File: config.mk
export PLATFORM = sky130hd
export DESIGN_NAME = cpu_effective_address_unit
export DESIGN_NICKNAME = d
export VERILOG_FILES = /design/src/hw/rtl/cea_pkg.sv /design/src/hw/rtl/cea_in_stage.sv /design/src/hw/rtl/cea_core.sv /design/src/hw/rtl/cea_out_stage.sv /design/src/hw/rtl/cpu_effective_address_unit.sv
export SDC_FILE = /design/constraint.sdc
export NUM_CORES = 1
export LEC_CHECK = 0
export BUFFER_PORTS_ARGS = -buffer_cell sky130_fd_sc_hd__buf_2
export CORE_ASPECT_RATIO = 0.6
export CORE_MARGIN = 4
export CORE_UTILIZATION = 50
export DETAILED_ROUTE_END_ITERATION = 10
export PLACE_DENSITY_LB_ADDON = 0.08
export SKIP_CTS_REPAIR_TIMING = 1
export SYNTH_ARGS = -nofsm -noshare
export SYNTH_HDL_FRONTEND = slang
export SYNTH_SLANG_ARGS = --single-unit
export TNS_END_PERCENT = 1
File: constraint.sdc
create_clock -name clk -period 7.1 [get_ports clk]
set_clock_uncertainty 0.05 [all_clocks]
set_input_delay 0.71 -clock clk [delete_from_list [all_inputs] [get_ports clk]]
set_output_delay 0.71 -clock clk [all_outputs]
set_load 0.01 [all_outputs]
File: src/hw/rtl/cea_pkg.sv
// ============================================================================
// cea_pkg: shared types and constants of the effective-address unit
// Addressing mode codes, sequencer phases, request and result records.
// ============================================================================
package cea_pkg;

    // Configuration port
    localparam int CFG_ADDR_W = 3;
    localparam int CFG_DATA_W = 32;
    localparam logic CFG_IDX_FIX_WRAP = 1'b0;  // paddr[2] selects the register

    // Addressing modes, same codes as the mode field
    typedef enum logic [3:0] {
        MODE_IMP  = 4'd0,
        MODE_ACC  = 4'd1,
        MODE_IMM  = 4'd2,
        MODE_ZP   = 4'd3,
        MODE_ZPX  = 4'd4,
        MODE_ZPY  = 4'd5,
        MODE_ABS  = 4'd6,
        MODE_ABSX = 4'd7,
        MODE_ABSY = 4'd8,
        MODE_REL  = 4'd9,
        MODE_IND  = 4'd10,
        MODE_INDX = 4'd11,
        MODE_INDY = 4'd12
    } mode_t;

    // Sequencer phases
    typedef enum logic [2:0] {
        PH_IDLE = 3'd0,
        PH_OP1  = 3'd1,
        PH_OP2  = 3'd2,
        PH_PLO  = 3'd3,
        PH_PHI  = 3'd4,
        PH_VAL  = 3'd5
    } phase_t;

    // Request kinds
    localparam logic KIND_START = 1'b0;
    localparam logic KIND_DATA  = 1'b1;

    // Result kinds
    localparam logic OUT_REQUEST = 1'b0;
    localparam logic OUT_DONE    = 1'b1;

    localparam logic [7:0]  SIGN_MASK = 8'h80;
    localparam logic [15:0] PAGE_MASK = 16'hFF00;
    localparam logic [15:0] BYTE_MASK = 16'h00FF;

    typedef struct packed {
        logic        kind;
        logic [3:0]  mode;
        logic [15:0] pc;
        logic [7:0]  acc;
        logic [7:0]  index_x;
        logic [7:0]  index_y;
        logic        need_value;
        logic [7:0]  read_data;
    } item_t;

    typedef struct packed {
        logic        kind;
        logic [15:0] read_address;
        logic [15:0] effective_address;
        logic [15:0] operand_value;
        logic [15:0] next_pc;
        logic        page_crossed;
        logic [3:0]  mode_done;
    } result_t;

    typedef struct packed {
        logic busy;
        logic res_valid;
    } core_status_t;

endpackage

File: src/hw/rtl/cea_in_stage.sv
// ============================================================================
// cea_in_stage: input register
// Holds one accepted request until the sequencer core takes it.
// ============================================================================
module cea_in_stage (
    input  logic            clk,
    input  logic            rst_n,
    input  logic            in_valid,
    output logic            in_stall,
    input  cea_pkg::item_t  in_item,
    output logic            held_valid,
    output cea_pkg::item_t  held_item,
    input  logic            take
);

    logic           valid_reg;
    logic           valid_next;
    cea_pkg::item_t item_reg;
    logic           accept;

    assign in_stall   = valid_reg && !take;
    assign accept     = in_valid && !in_stall;
    assign held_valid = valid_reg;
    assign held_item  = item_reg;

    always_comb
    begin
        valid_next = valid_reg;
        if (accept)
        begin
            valid_next = 1'b1;
        end
        else if (take)
        begin
            valid_next = 1'b0;
        end
    end

    always_ff @(posedge clk or negedge rst_n)
    begin
        if (!rst_n)
        begin
            valid_reg <= 1'b0;
        end
        else
        begin
            valid_reg <= valid_next;
        end
    end

    always_ff @(posedge clk)
    begin
        if (accept)
        begin
            item_reg <= in_item;
        end
    end

endmodule

File: src/hw/rtl/cea_core.sv
// ============================================================================
// cea_core: addressing-mode sequencer
// Holds the sequence state and computes the next state and result of a request.
// ============================================================================
module cea_core (
    input  logic                  clk,
    input  logic                  rst_n,
    input  logic                  fire,
    input  cea_pkg::item_t        item,
    input  logic                  fix_wrap,
    output cea_pkg::result_t      res,
    output cea_pkg::core_status_t status
);

    cea_pkg::phase_t phase_reg, phase_next;
    cea_pkg::mode_t  held_mode_reg, held_mode_next;
    logic [15:0]     held_pc_reg, held_pc_next;
    logic [7:0]      held_x_reg, held_x_next;
    logic [7:0]      held_y_reg, held_y_next;
    logic            held_need_reg, held_need_next;
    logic [7:0]      low_byte_reg, low_byte_next;
    logic [15:0]     work_address_reg, work_address_next;
    logic            carry_reg, carry_next;

    cea_pkg::mode_t  m;
    logic            do_req;
    logic [15:0]     req_addr;
    logic            do_done;
    logic [15:0]     done_ea;
    logic [15:0]     done_val;
    logic            ar;
    logic [15:0]     ar_ea;
    logic [15:0]     base;
    logic [15:0]     sum16;
    logic [8:0]      sum9;
    logic [7:0]      b;
    logic [7:0]      hb;

    always_comb
    begin
        phase_next        = phase_reg;
        held_mode_next    = held_mode_reg;
        held_pc_next      = held_pc_reg;
        held_x_next       = held_x_reg;
        held_y_next       = held_y_reg;
        held_need_next    = held_need_reg;
        low_byte_next     = low_byte_reg;
        work_address_next = work_address_reg;
        carry_next        = carry_reg;
        m        = cea_pkg::MODE_IMP;
        do_req   = 1'b0;
        req_addr = '0;
        do_done  = 1'b0;
        done_ea  = '0;
        done_val = '0;
        ar       = 1'b0;
        ar_ea    = '0;
        base     = '0;
        sum16    = '0;
        sum9     = '0;
        hb       = '0;
        b        = item.read_data;

        if (fire)
        begin
            if (item.kind == cea_pkg::KIND_START)
            begin
                // Codes above the last mode are treated as implied.
                m = (item.mode > 4'(cea_pkg::MODE_INDY)) ? cea_pkg::MODE_IMP
                                                         : cea_pkg::mode_t'(item.mode);
                held_mode_next    = m;
                held_pc_next      = item.pc;
                held_x_next       = item.index_x;
                held_y_next       = item.index_y;
                held_need_next    = item.need_value;
                low_byte_next     = '0;
                work_address_next = '0;
                carry_next        = 1'b0;
                unique case (m)
                    cea_pkg::MODE_IMP:
                    begin
                        do_done = 1'b1;
                    end
                    cea_pkg::MODE_ACC:
                    begin
                        do_done  = 1'b1;
                        done_val = {8'h00, item.acc};
                    end
                    cea_pkg::MODE_IMM:
                    begin
                        work_address_next = item.pc;
                        if (!item.need_value)
                        begin
                            // Immediate without a fetch leaves PC where it was.
                            do_done = 1'b1;
                            done_ea = item.pc;
                        end
                        else
                        begin
                            phase_next = cea_pkg::PH_OP1;
                            do_req     = 1'b1;
                            req_addr   = item.pc;
                        end
                    end
                    default:
                    begin
                        phase_next = cea_pkg::PH_OP1;
                        do_req     = 1'b1;
                        req_addr   = item.pc;
                    end
                endcase
            end
            else
            begin
                unique case (phase_reg)
                    cea_pkg::PH_OP1:
                    begin
                        held_pc_next = 16'(held_pc_reg + 16'd1);
                        unique case (held_mode_reg)
                            cea_pkg::MODE_IMM:
                            begin
                                do_done  = 1'b1;
                                done_ea  = work_address_reg;
                                done_val = {8'h00, b};
                            end
                            cea_pkg::MODE_ZP:
                            begin
                                ar    = 1'b1;
                                ar_ea = {8'h00, b};
                            end
                            cea_pkg::MODE_ZPX:
                            begin
                                ar    = 1'b1;
                                ar_ea = {8'h00, 8'(b + held_x_reg)};
                            end
                            cea_pkg::MODE_ZPY:
                            begin
                                ar    = 1'b1;
                                ar_ea = {8'h00, 8'(b + held_y_reg)};
                            end
                            cea_pkg::MODE_REL:
                            begin
                                sum16 = 16'(held_pc_next
                                            + {{8{(b & cea_pkg::SIGN_MASK) != 8'h00}}, b});
                                carry_next = (sum16 & cea_pkg::PAGE_MASK)
                                             != (held_pc_next & cea_pkg::PAGE_MASK);
                                do_done  = 1'b1;
                                done_ea  = sum16;
                                done_val = sum16;
                            end
                            cea_pkg::MODE_INDX:
                            begin
                                work_address_next = {8'h00, 8'(b + held_x_reg)};
                                phase_next        = cea_pkg::PH_PLO;
                                do_req            = 1'b1;
                                req_addr          = work_address_next;
                            end
                            cea_pkg::MODE_INDY:
                            begin
                                work_address_next = {8'h00, b};
                                phase_next        = cea_pkg::PH_PLO;
                                do_req            = 1'b1;
                                req_addr          = work_address_next;
                            end
                            default:
                            begin
                                low_byte_next = b;
                                phase_next    = cea_pkg::PH_OP2;
                                do_req        = 1'b1;
                                req_addr      = held_pc_next;
                            end
                        endcase
                    end
                    cea_pkg::PH_OP2:
                    begin
                        held_pc_next = 16'(held_pc_reg + 16'd1);
                        base         = {b, low_byte_reg};
                        if (held_mode_reg == cea_pkg::MODE_IND)
                        begin
                            work_address_next = base;
                            phase_next        = cea_pkg::PH_PLO;
                            do_req            = 1'b1;
                            req_addr          = base;
                        end
                        else if (held_mode_reg == cea_pkg::MODE_ABSX
                                 || held_mode_reg == cea_pkg::MODE_ABSY)
                        begin
                            sum16 = 16'(base + {8'h00,
                                    (held_mode_reg == cea_pkg::MODE_ABSX) ? held_x_reg
                                                                          : held_y_reg});
                            carry_next = sum16[15:8] != b;
                            ar         = 1'b1;
                            ar_ea      = sum16;
                        end
                        else
                        begin
                            ar    = 1'b1;
                            ar_ea = base;
                        end
                    end
                    cea_pkg::PH_PLO:
                    begin
                        phase_next = cea_pkg::PH_PHI;
                        do_req     = 1'b1;
                        if (held_mode_reg == cea_pkg::MODE_IND)
                        begin
                            low_byte_next = b;
                            if (fix_wrap)
                            begin
                                req_addr = 16'(work_address_reg + 16'd1);
                            end
                            else
                            begin
                                // Pointer high byte stays on the pointer's page.
                                req_addr = (work_address_reg & cea_pkg::PAGE_MASK)
                                         | (16'(work_address_reg + 16'd1)
                                            & cea_pkg::BYTE_MASK);
                            end
                        end
                        else
                        begin
                            if (held_mode_reg == cea_pkg::MODE_INDY)
                            begin
                                sum9          = {1'b0, b} + {1'b0, held_y_reg};
                                carry_next    = sum9[8];
                                low_byte_next = sum9[7:0];
                            end
                            else
                            begin
                                low_byte_next = b;
                            end
                            req_addr = 16'(work_address_reg + 16'd1) & cea_pkg::BYTE_MASK;
                        end
                    end
                    cea_pkg::PH_PHI:
                    begin
                        hb = (held_mode_reg == cea_pkg::MODE_INDY) ? 8'(b + {7'd0, carry_reg})
                                                                   : b;
                        ar    = 1'b1;
                        ar_ea = {hb, low_byte_reg};
                    end
                    cea_pkg::PH_VAL:
                    begin
                        do_done  = 1'b1;
                        done_ea  = work_address_reg;
                        done_val = {8'h00, b};
                    end
                    default:
                    begin
                        // Read data with no sequence running is dropped.
                    end
                endcase
            end

            if (ar)
            begin
                work_address_next = ar_ea;
                if (held_need_reg)
                begin
                    phase_next = cea_pkg::PH_VAL;
                    do_req     = 1'b1;
                    req_addr   = ar_ea;
                end
                else
                begin
                    do_done = 1'b1;
                    done_ea = ar_ea;
                end
            end

            if (do_done)
            begin
                phase_next = cea_pkg::PH_IDLE;
            end
        end
    end

    always_comb
    begin
        res = '0;
        if (do_done)
        begin
            res.kind              = cea_pkg::OUT_DONE;
            res.effective_address = done_ea;
            res.operand_value     = done_val;
            res.next_pc           = held_pc_next;
            res.page_crossed      = carry_next;
            res.mode_done         = 4'(held_mode_next);
        end
        else if (do_req)
        begin
            res.kind         = cea_pkg::OUT_REQUEST;
            res.read_address = req_addr;
        end
    end

    assign status.busy      = phase_reg != cea_pkg::PH_IDLE;
    assign status.res_valid = do_req || do_done;

    always_ff @(posedge clk or negedge rst_n)
    begin
        if (!rst_n)
        begin
            phase_reg        <= cea_pkg::PH_IDLE;
            held_mode_reg    <= cea_pkg::MODE_IMP;
            held_pc_reg      <= '0;
            held_x_reg       <= '0;
            held_y_reg       <= '0;
            held_need_reg    <= 1'b0;
            low_byte_reg     <= '0;
            work_address_reg <= '0;
            carry_reg        <= 1'b0;
        end
        else
        begin
            phase_reg        <= phase_next;
            held_mode_reg    <= held_mode_next;
            held_pc_reg      <= held_pc_next;
            held_x_reg       <= held_x_next;
            held_y_reg       <= held_y_next;
            held_need_reg    <= held_need_next;
            low_byte_reg     <= low_byte_next;
            work_address_reg <= work_address_next;
            carry_reg        <= carry_next;
        end
    end

endmodule

File: src/hw/rtl/cea_out_stage.sv
// ============================================================================
// cea_out_stage: result register
// Holds one result until the downstream side takes it.
// ============================================================================
module cea_out_stage (
    input  logic              clk,
    input  logic              rst_n,
    input  logic              load,
    input  cea_pkg::result_t  load_res,
    output logic              out_valid,
    input  logic              out_stall,
    output cea_pkg::result_t  out_res,
    output logic              can_load
);

    logic             valid_reg;
    logic             valid_next;
    cea_pkg::result_t res_reg;

    assign can_load  = !valid_reg || !out_stall;
    assign out_valid = valid_reg;
    assign out_res   = res_reg;

    always_comb
    begin
        valid_next = valid_reg;
        if (load)
        begin
            valid_next = 1'b1;
        end
        else if (!out_stall)
        begin
            valid_next = 1'b0;
        end
    end

    always_ff @(posedge clk or negedge rst_n)
    begin
        if (!rst_n)
        begin
            valid_reg <= 1'b0;
        end
        else
        begin
            valid_reg <= valid_next;
        end
    end

    always_ff @(posedge clk)
    begin
        if (load)
        begin
            res_reg <= load_res;
        end
    end

endmodule

File: src/hw/rtl/cpu_effective_address_unit.sv
// ============================================================================
// cpu_effective_address_unit: effective-address sequencer for an 8-bit CPU
// Walks the thirteen addressing modes, issuing byte reads and returning the
// effective address, operand value, advanced PC and page-crossing flag.
// ============================================================================
// An accepted request waits in the input register; the combinational
// sequencer step loads its result into the result register. Throughput:
// one request per cycle while no result is stalled downstream, set by the
// single input register and single result register around the sequencer step.
// Reset: rst_n clears the sequencer to idle, empties both registers and sets
// fix_wrap_reg to 0.
// ============================================================================
module cpu_effective_address_unit (
    input  logic                            clk,
    input  logic                            rst_n,
    // Configuration port
    input  logic                            psel,
    input  logic                            penable,
    input  logic                            pwrite,
    input  logic [cea_pkg::CFG_ADDR_W-1:0]  paddr,
    input  logic [cea_pkg::CFG_DATA_W-1:0]  pwdata,
    output logic [cea_pkg::CFG_DATA_W-1:0]  prdata,
    output logic                            pready,
    // Request channel
    input  logic                            in_valid,
    output logic                            in_stall,
    input  logic                            item_kind,
    input  logic [3:0]                      mode,
    input  logic [15:0]                     pc,
    input  logic [7:0]                      acc,
    input  logic [7:0]                      index_x,
    input  logic [7:0]                      index_y,
    input  logic                            need_value,
    input  logic [7:0]                      read_data,
    // Result channel
    output logic                            out_valid,
    input  logic                            out_stall,
    output logic                            out_kind,
    output logic [15:0]                     read_address,
    output logic [15:0]                     effective_address,
    output logic [15:0]                     operand_value,
    output logic [15:0]                     next_pc,
    output logic                            page_crossed,
    output logic [3:0]                      mode_done
);

    // ------------------------------------------------------------------------
    // Configuration register. There is a single register, so only paddr[2]
    // is decoded; the low address bits are the byte offset within the word.
    // ------------------------------------------------------------------------
    logic fix_wrap_reg;
    logic fix_wrap_next;
    logic cfg_write;
    logic cfg_hit;

    assign pready    = 1'b1;
    assign cfg_hit   = paddr[2] == cea_pkg::CFG_IDX_FIX_WRAP;
    assign cfg_write = psel && penable && pwrite && pready;
    assign prdata    = cfg_hit ? {{(cea_pkg::CFG_DATA_W-1){1'b0}}, fix_wrap_reg} : '0;

    always_comb
    begin
        fix_wrap_next = fix_wrap_reg;
        if (cfg_write && cfg_hit)
        begin
            fix_wrap_next = pwdata[0];
        end
    end

    always_ff @(posedge clk or negedge rst_n)
    begin
        if (!rst_n)
        begin
            fix_wrap_reg <= 1'b0;
        end
        else
        begin
            fix_wrap_reg <= fix_wrap_next;
        end
    end

    // ------------------------------------------------------------------------
    // Input register. The core takes the held request whenever the result
    // register is empty or is being emptied at the same edge, so requests
    // flow back to back. A result stalled downstream holds the request in
    // the input register, and in_stall stays high until the result leaves.
    // ------------------------------------------------------------------------
    cea_pkg::item_t in_item;
    cea_pkg::item_t held_item;
    logic           held_valid;
    logic           core_fire;
    logic           can_load;

    assign in_item.kind       = item_kind;
    assign in_item.mode       = mode;
    assign in_item.pc         = pc;
    assign in_item.acc        = acc;
    assign in_item.index_x    = index_x;
    assign in_item.index_y    = index_y;
    assign in_item.need_value = need_value;
    assign in_item.read_data  = read_data;

    assign core_fire = held_valid && can_load;

    cea_in_stage u_in_stage (
        .clk        (clk),
        .rst_n      (rst_n),
        .in_valid   (in_valid),
        .in_stall   (in_stall),
        .in_item    (in_item),
        .held_valid (held_valid),
        .held_item  (held_item),
        .take       (core_fire)
    );

    // ------------------------------------------------------------------------
    // Sequencer core: one step per request. A start request latches the
    // operands and either finishes at once (implied, accumulator, immediate
    // without a fetch) or issues the first operand read. Each read-data
    // request advances the phase and issues the next read or the final
    // result. Read data arriving with no sequence running is dropped and
    // produces nothing.
    // ------------------------------------------------------------------------
    cea_pkg::result_t      core_res;
    cea_pkg::core_status_t core_status;
    cea_pkg::result_t      out_res;

    cea_core u_core (
        .clk      (clk),
        .rst_n    (rst_n),
        .fire     (core_fire),
        .item     (held_item),
        .fix_wrap (fix_wrap_reg),
        .res      (core_res),
        .status   (core_status)
    );

    // ------------------------------------------------------------------------
    // Result register.
    // ------------------------------------------------------------------------
    cea_out_stage u_out_stage (
        .clk       (clk),
        .rst_n     (rst_n),
        .load      (core_status.res_valid),
        .load_res  (core_res),
        .out_valid (out_valid),
        .out_stall (out_stall),
        .out_res   (out_res),
        .can_load  (can_load)
    );

    assign out_kind          = out_res.kind;
    assign read_address      = out_res.read_address;
    assign effective_address = out_res.effective_address;
    assign operand_value     = out_res.operand_value;
    assign next_pc           = out_res.next_pc;
    assign page_crossed      = out_res.page_crossed;
    assign mode_done         = out_res.mode_done;

    // ------------------------------------------------------------------------
    // Assertions
    // ------------------------------------------------------------------------

    // The core never steps while a stalled result still occupies the output.
    a_no_overwrite: assert property (@(posedge clk) disable iff (!rst_n)
        core_fire |-> !(out_valid && out_stall))
        else $error("core stepped over a stalled result");

    // A finished result always returns the sequencer to idle.
    a_done_idles: assert property (@(posedge clk) disable iff (!rst_n)
        core_status.res_valid && core_res.kind == cea_pkg::OUT_DONE |=> !core_status.busy)
        else $error("sequencer still busy after a done result");

    // Page crossing is only reported by the indexed and branch modes.
    a_page_modes: assert property (@(posedge clk) disable iff (!rst_n)
        out_valid && out_kind == cea_pkg::OUT_DONE && page_crossed |->
            (mode_done == 4'(cea_pkg::MODE_ABSX) || mode_done == 4'(cea_pkg::MODE_ABSY)
             || mode_done == 4'(cea_pkg::MODE_INDY) || mode_done == 4'(cea_pkg::MODE_REL)))
        else $error("page crossing reported for a mode that never crosses");

    // Read requests carry nothing in the done fields.
    a_request_clean: assert property (@(posedge clk) disable iff (!rst_n)
        out_valid && out_kind == cea_pkg::OUT_REQUEST |->
            effective_address == 16'd0 && next_pc == 16'd0 && mode_done == 4'd0)
        else $error("read request carries done fields");

endmodule
# [Yosys cells after proc, flatten, opt, wreduce, memory -nomap -nowiden]
# Cells that the tools add are included.
[word_totals] input_bits=96 elab_cells=183 out_inout_bits=105 reg_bits=192
[classes] n_reduce_logical=27 bitwise_logic=5 order_cmp=1 n_eq_ne=25 add_sub_neg=8 n_mux=90
[op_table] cell="$mux 16" n=23
[op_table] cell="$pmux 16 s2" n=7
[op_table] cell="$pmux 16 s3" n=3
[op_table] cell="$mux 8" n=7
[op_table] cell="$add 16x1->16 const B" n=2
[op_table] cell="$mux 1" n=30
[op_table] cell="$pmux 8 s3" n=1
[op_table] cell="$eq 4x4->1 const B" n=5
[op_table] cell="$mux 3" n=6
[op_table] cell="$add 16x16->16" n=1
[op_table] cell="$add 16x8->16" n=1
[op_table] cell="$add 8x8->8" n=2
[op_table] cell="$ne 8x8->1" n=2
[op_table] cell="$or 16x8->16" n=1
[op_table] cell="$pmux 8 s2" n=1
[op_table] cell="$eq 4x2->1 const B" n=3
[op_table] cell="$eq 4x3->1 const B" n=3
[op_table] cell="$mux 4" n=3
[op_table] cell="$pmux 3 s2" n=2
[op_table] cell="$add 8x8->9" n=1
[op_table] cell="$pmux 1 s3" n=3
[op_table] cell="$pmux 3 s3" n=1
[op_table] cell="$add 8x1->8" n=1
[op_table] cell="$reduce_or 2->1" n=4
[op_table] cell="other kinds (24)" n=43

# [Longest topological paths before layout]
[depth] depth_word=12 depth_mapped=16 depth_no_buf=14

# [Modules after synthesis]
# A second synthesis with hierarchy kept.
[unflattened] hier_cells=1314 hier_area_um2=12500.7
[modules_own_cells] module="cea_core" cells_each=1143 seq_area_each_um2=1626.6 instances=1 area_per_inst_um2=8375.5
[modules_own_cells] module="cea_out_stage" cells_each=73 seq_area_each_um2=2127.0 instances=1 area_per_inst_um2=2138.3
[modules_own_cells] module="cea_in_stage" cells_each=59 seq_area_each_um2=1646.6 instances=1 area_per_inst_um2=1679.1
[modules_own_cells] module="cpu_effective_address_unit" cells_each=39 seq_area_each_um2=25.0 instances=1 area_per_inst_um2=307.8

# [Least setup slack after synthesis]
# No wires, ideal clock.
[synth_timing] path_kind="register to register" startpoint="register u_core.phase_reg[2]" endpoint="register u_out_stage.res_reg (netlist bit u_out_stage.out_res[0]), enable pin" synth_period_minus_slack_ps=4030 setup_time_ps=430 setup_slack_ps=3070 path_stages_with_launch=11 n_path_buf=4 arrival_ps=3550 t_required_ps=6620 path_cell_list="dfrtp_1 -> buf_6 -> or3b_1 -> buf_2 -> a211o_4 -> a31oi_4 -> and2_1 -> buf_6 -> o31ai_4 -> buf_6 -> nand2_1"
[synth_between] elab_chain_cells=8 elab_cells_between_ends=20 cone_classes="5 x eq/ne; 14 x mux; 1 x reduce/logical"
[synth_lines] item="start: declaration" line="cea_core.sv:15" text="cea_pkg::phase_t phase_reg, phase_next;"
[synth_lines] item="start signal: assignment" line="cea_core.sv:304" text="phase_reg <= cea_pkg::PH_IDLE;"
[synth_lines] item="start signal: assignment" line="cea_core.sv:316" text="phase_reg <= phase_next;"
[synth_lines] item="$eq 3x3->1, or another cell as far along"
[synth_lines] item="$pmux 1 s3 or $pmux 1 s2 (tied branches)" line="cea_core.sv:115" text="unique case (phase_reg)"
[synth_lines] item="$mux 1" line="cea_core.sv:66" text="if (item.kind == cea_pkg::KIND_START)"
[synth_lines] item="$mux 1 (on tied branches)" line="cea_core.sv:64, cea_core.sv:258"
[synth_lines] item="$mux 1" line="cea_core.sv:255" text="if (ar)"
[synth_lines] item="$mux 1 (2 in series)" line="cea_core.sv:64" text="if (fire)"
[synth_lines] item="$logic_or 1x1->1 *" line="cea_core.sv:298" text="assign status.res_valid = do_req || do_done;"
[synth_lines] item="named net u_out_stage.load" line="cea_out_stage.sv:8" text="input logic load,"
[synth_lines] item="end signal: assignment" line="cea_out_stage.sv:53" text="res_reg <= load_res;"
[synth_lines] item="end: declaration" line="cea_out_stage.sv:18" text="cea_pkg::result_t res_reg;"
# The timed path passes the listed nets; every way through them passes the cells marked *. The select of a mux whose other input is x is not followed.
# A chain may end at the register's enable or synchronous reset.

# [Worst setup path in the final report]
[layout_timing] startpoint="register u_core.held_pc_reg[0]" endpoint="register u_out_stage.res_reg (netlist bit u_out_stage.out_res[4]) (data pin)"
[layout_between] elab_chain_cells=7
[layout_lines] item="start: declaration" line="cea_core.sv:17" text="logic [15:0] held_pc_reg, held_pc_next;"
[layout_lines] item="start signal: assignment" line="cea_core.sv:318" text="held_pc_reg <= held_pc_next;"
[layout_lines] item="$add 16x1->16 *" line="cea_core.sv:118" text="held_pc_next = 16'(held_pc_reg + 16'd1);"
[layout_lines] item="$add 16x16->16" line="cea_core.sv:144" text="+ {{8{(b & cea_pkg::SIGN_MASK) != 8'h00}}, b});"
[layout_lines] item="$ne 8x8->1 *" line="cea_core.sv:146" text="!= (held_pc_next & cea_pkg::PAGE_MASK);"
[layout_lines] item="$mux 1 *" line="cea_core.sv:119" text="unique case (held_mode_reg)"
[layout_lines] item="$pmux 1 s3 *" line="cea_core.sv:115"
[layout_lines] item="$mux 1 *" line="cea_core.sv:66"
[layout_lines] item="$mux 1 *" line="cea_core.sv:64"
# Mark *: on every way between the ends. The rest lies on a longest branch, timed or not.

==> out/metrics.yaml <==
outcome: "finished clean"
wl_met1_um: 20600
clockRootBuffer: "clkbuf_16"
antenna_cells: 0
final_cell_mix: "191 x nand2_1, 135 x buf_2, 124 x edfxtp_1, 98 x nor2_1, 80 x o21ai_0"
first_pass_iters: 8
clk_pin_slew_worst_paths_ns: 0.08
grt_pass1_vias: 9984
final-max-slew-violation-count: 0
grt_max_degree: 71
startpoint_type: "flip-flop"
drive_gt1_share_pct: 16.0
path_buf_inv: 1
path_delay_family: "compound AO/OA/AOI/OAI gates"
crit_path_max_incr_delay_ns: 0.90
dieArea_um2: 27800
worst-path-stages: 13
period_needed_ns: 5.20
yosysUniqueCellTypes: 87
largest_reg_flops: 70
htreeDepth: 4
antenna_found_initial: 0
vias: 11100
dp.cells: 1722
syn_avg_cell_area_um2: 9.48
ys.flop_type: "edfxtp_1"
seq_area_frac_synth_pct: 43.2
r2r_slack_ns: 1.90
area_growth_pct: 11.0
vdd.ir_drop.worst_mv: 0.201
die_h_um: 131
hold_class: "input pin to flip-flop"
wl_per_cell_um: 25.8
final_cells: 1754
io_pins: 201
crit_start: "u_core.held_pc_reg[0]$_DFF_PN0_"
max_freq_mhz: 192
grt_pass1_wl_um: 65400
final_common_cell: "nand2_1"
synth_edf_count: 124
critPathRequiredTime_ns: 7.21
setup_violations: 0
fin_util_pct: 57.0
synthArstFlopShare_pct: 35.4
rows: 44
endpoint: "u_out_stage.out_res[4]$_SDFFCE_PN0P_"
leakage_uw: 0.00564
postLayoutCellArea_um2: 13900
yosysWarningCount: 0
crit_type: "flip-flop to flip-flop"
slowest_stage: "o31ai_1"
overflow: 0
synth-seq-cells: 192
drv_cap: 0
cp_max_fo: 8
postRouteWirelength_um: 45300
io_buffers: 135
drtIter0Drc: 1791
route.detailed.drc: 0
reg2reg_depth: 13
cp_cell_sequence: "ha_1, nand2_1, xor2_1, inv_1, ha_1, a2111oi_0, o21ai_0, a2111oi_0, nor3_1, xor2_1, xnor2_1, o31ai_1, a21oi_1"
power.density_nw_per_um2: 408
dr_wl_met2_um: 16000
relSlewSlack_pct: 17.3
fin_setup_tns_ns: 0
place.gp.congestion: 1.04
tightest_slew_ns: 1.24
dpl.hpwl_um: 33400
hold_viol_final: 0
cts_tree: "built"
start_util_pct: 51.4
worstSkewPairLatency_ns: 0.47
netlist_area_um2: 12600
place_area_um2: 13400
rsz0062_at_grt: "false"
die_x_um: 213
arrival_ns: 5.30
route.met3.wl_um: 7770
postSynthCellCount: 1325
cts_buffers: 17
r2r_end: "u_out_stage.out_res[4]$_SDFFCE_PN0P_"
grt.total_usage_pct: 32.4
r2r_start: "u_core.held_pc_reg[0]$_DFF_PN0_"
route.top_layer_used: "met4"
finalCritPeriodShare_pct: 73.2
end_kind: "flip-flop"
clock_path_buffers: 2
ant_nets: 0
coreArea_um2: 24400
layout.nets: 1563
via_per_inst: 6.32
numClockSinks: 192
worst min path at each step:
stage / start / endpoint / slack [ns] / cells after the start
2_1_floorplan: rst_n / fix_wrap_reg$_DFFE_PN0P_ / 0.36 / 0
3_3_place_gp: u_in_stage.held_item[10]$_DFFE_PP_ / u_core.held_y_reg[1]$_DFFE_PN0P_ / 0.37 / 2
3_5_place_dp: u_in_stage.held_item[19]$_DFFE_PP_ / u_core.held_x_reg[2]$_DFFE_PN0P_ / 0.38 / 2
4_1_cts: acc[5] / u_in_stage.held_item[30]$_DFFE_PP_ / 0.34 / 1
5_1_grt: pc[1] / u_in_stage.held_item[34]$_DFFE_PP_ / 0.35 / 1
6_report: index_y[5] / u_in_stage.held_item[14]$_DFFE_PP_ / 0.37 / 1
cell usage after synthesis, drive strengths merged, types with 32 or more instances:
| library cell | number | share of area, % |
|---|---|---|
| a21oi | 81 | 3.4 |
| a22oi | 32 | 1.9 |
| buf | 62 | 3.3 |
| clkbuf | 51 | 1.5 |
| dfrtp | 68 | 14 |
| edfxtp | 124 | 30 |
| ha | 44 | 4.4 |
| inv | 37 | 1.1 |
| nand2 | 195 | 5.9 |
| nand3 | 37 | 1.6 |
| nor2 | 101 | 3.2 |
| nor2b | 34 | 1.7 |
| o21ai | 85 | 3.5 |
| xnor2 | 40 | 2.9 |
cell type report:
cell class / count / area (um^2)
Sequential cell: 192 / 5430
Tap cell: 322 / 403
Inverter: 37 / 139
Multi-Input combinational cell: 1013 / 6560
Timing Repair Buffer: 158 / 848
Fill cell: 2227 / 10500
Clock buffer: 22 / 464
Clock inverter: 10 / 101
kinds of logic (layout without fill, tap and decap cells):
| kind of cell | count (synthesis) | count (layout) | share of synthesized area [%] |
|---|---|---|---|
| xor+xnor | 69 | 69 | 5.50 |
| simple gates | 471 | 471 | 18.0 |
| buf+inv | 150 | 227 | 5.92 |
| fa+ha+maj | 48 | 48 | 5.02 |
| other cells | 2 | 32 | 0.0598 |
| compound gates | 373 | 373 | 20.7 |
| mux | 20 | 20 | 1.69 |
| flops | 192 | 192 | 43.2 |
metrics by stage:
| step | hold slack, ns | power [uW] | setup slack, ns |
|---|---|---|---|
| after floorplan | 0.364 | 3710 | 3.07 |
| after global placement | 0.371 | 4600 | 2.24 |
| after detailed placement | 0.376 | 4610 | 2.28 |
| after CTS | 0.345 | 5580 | 2.21 |
| after global routing | 0.349 | 5970 | 1.60 |
| final | 0.367 | 5690 | 1.90 |
power breakdown:
group / internal [uW] / switching (uW) / leakage [uW] / total, uW
combinational: 1010 / 1820 / 0.00330 / 2830
sequential: 1540 / 366 / 0.00207 / 1910
clock: 507 / 444 / 0.000275 / 950
total: 3060 / 2630 / 0.00564 / 5690
metal layers:
metal | vias to the layer above | global-route usage, %
met5 | - | 0
met4 | 0 | 8.14
met3 | 75 | 19.0
met2 | 722 | 38.8
met1 | 5272 | 48.6
li1 | 5019 | -
(Power assumes the default switching activity.)
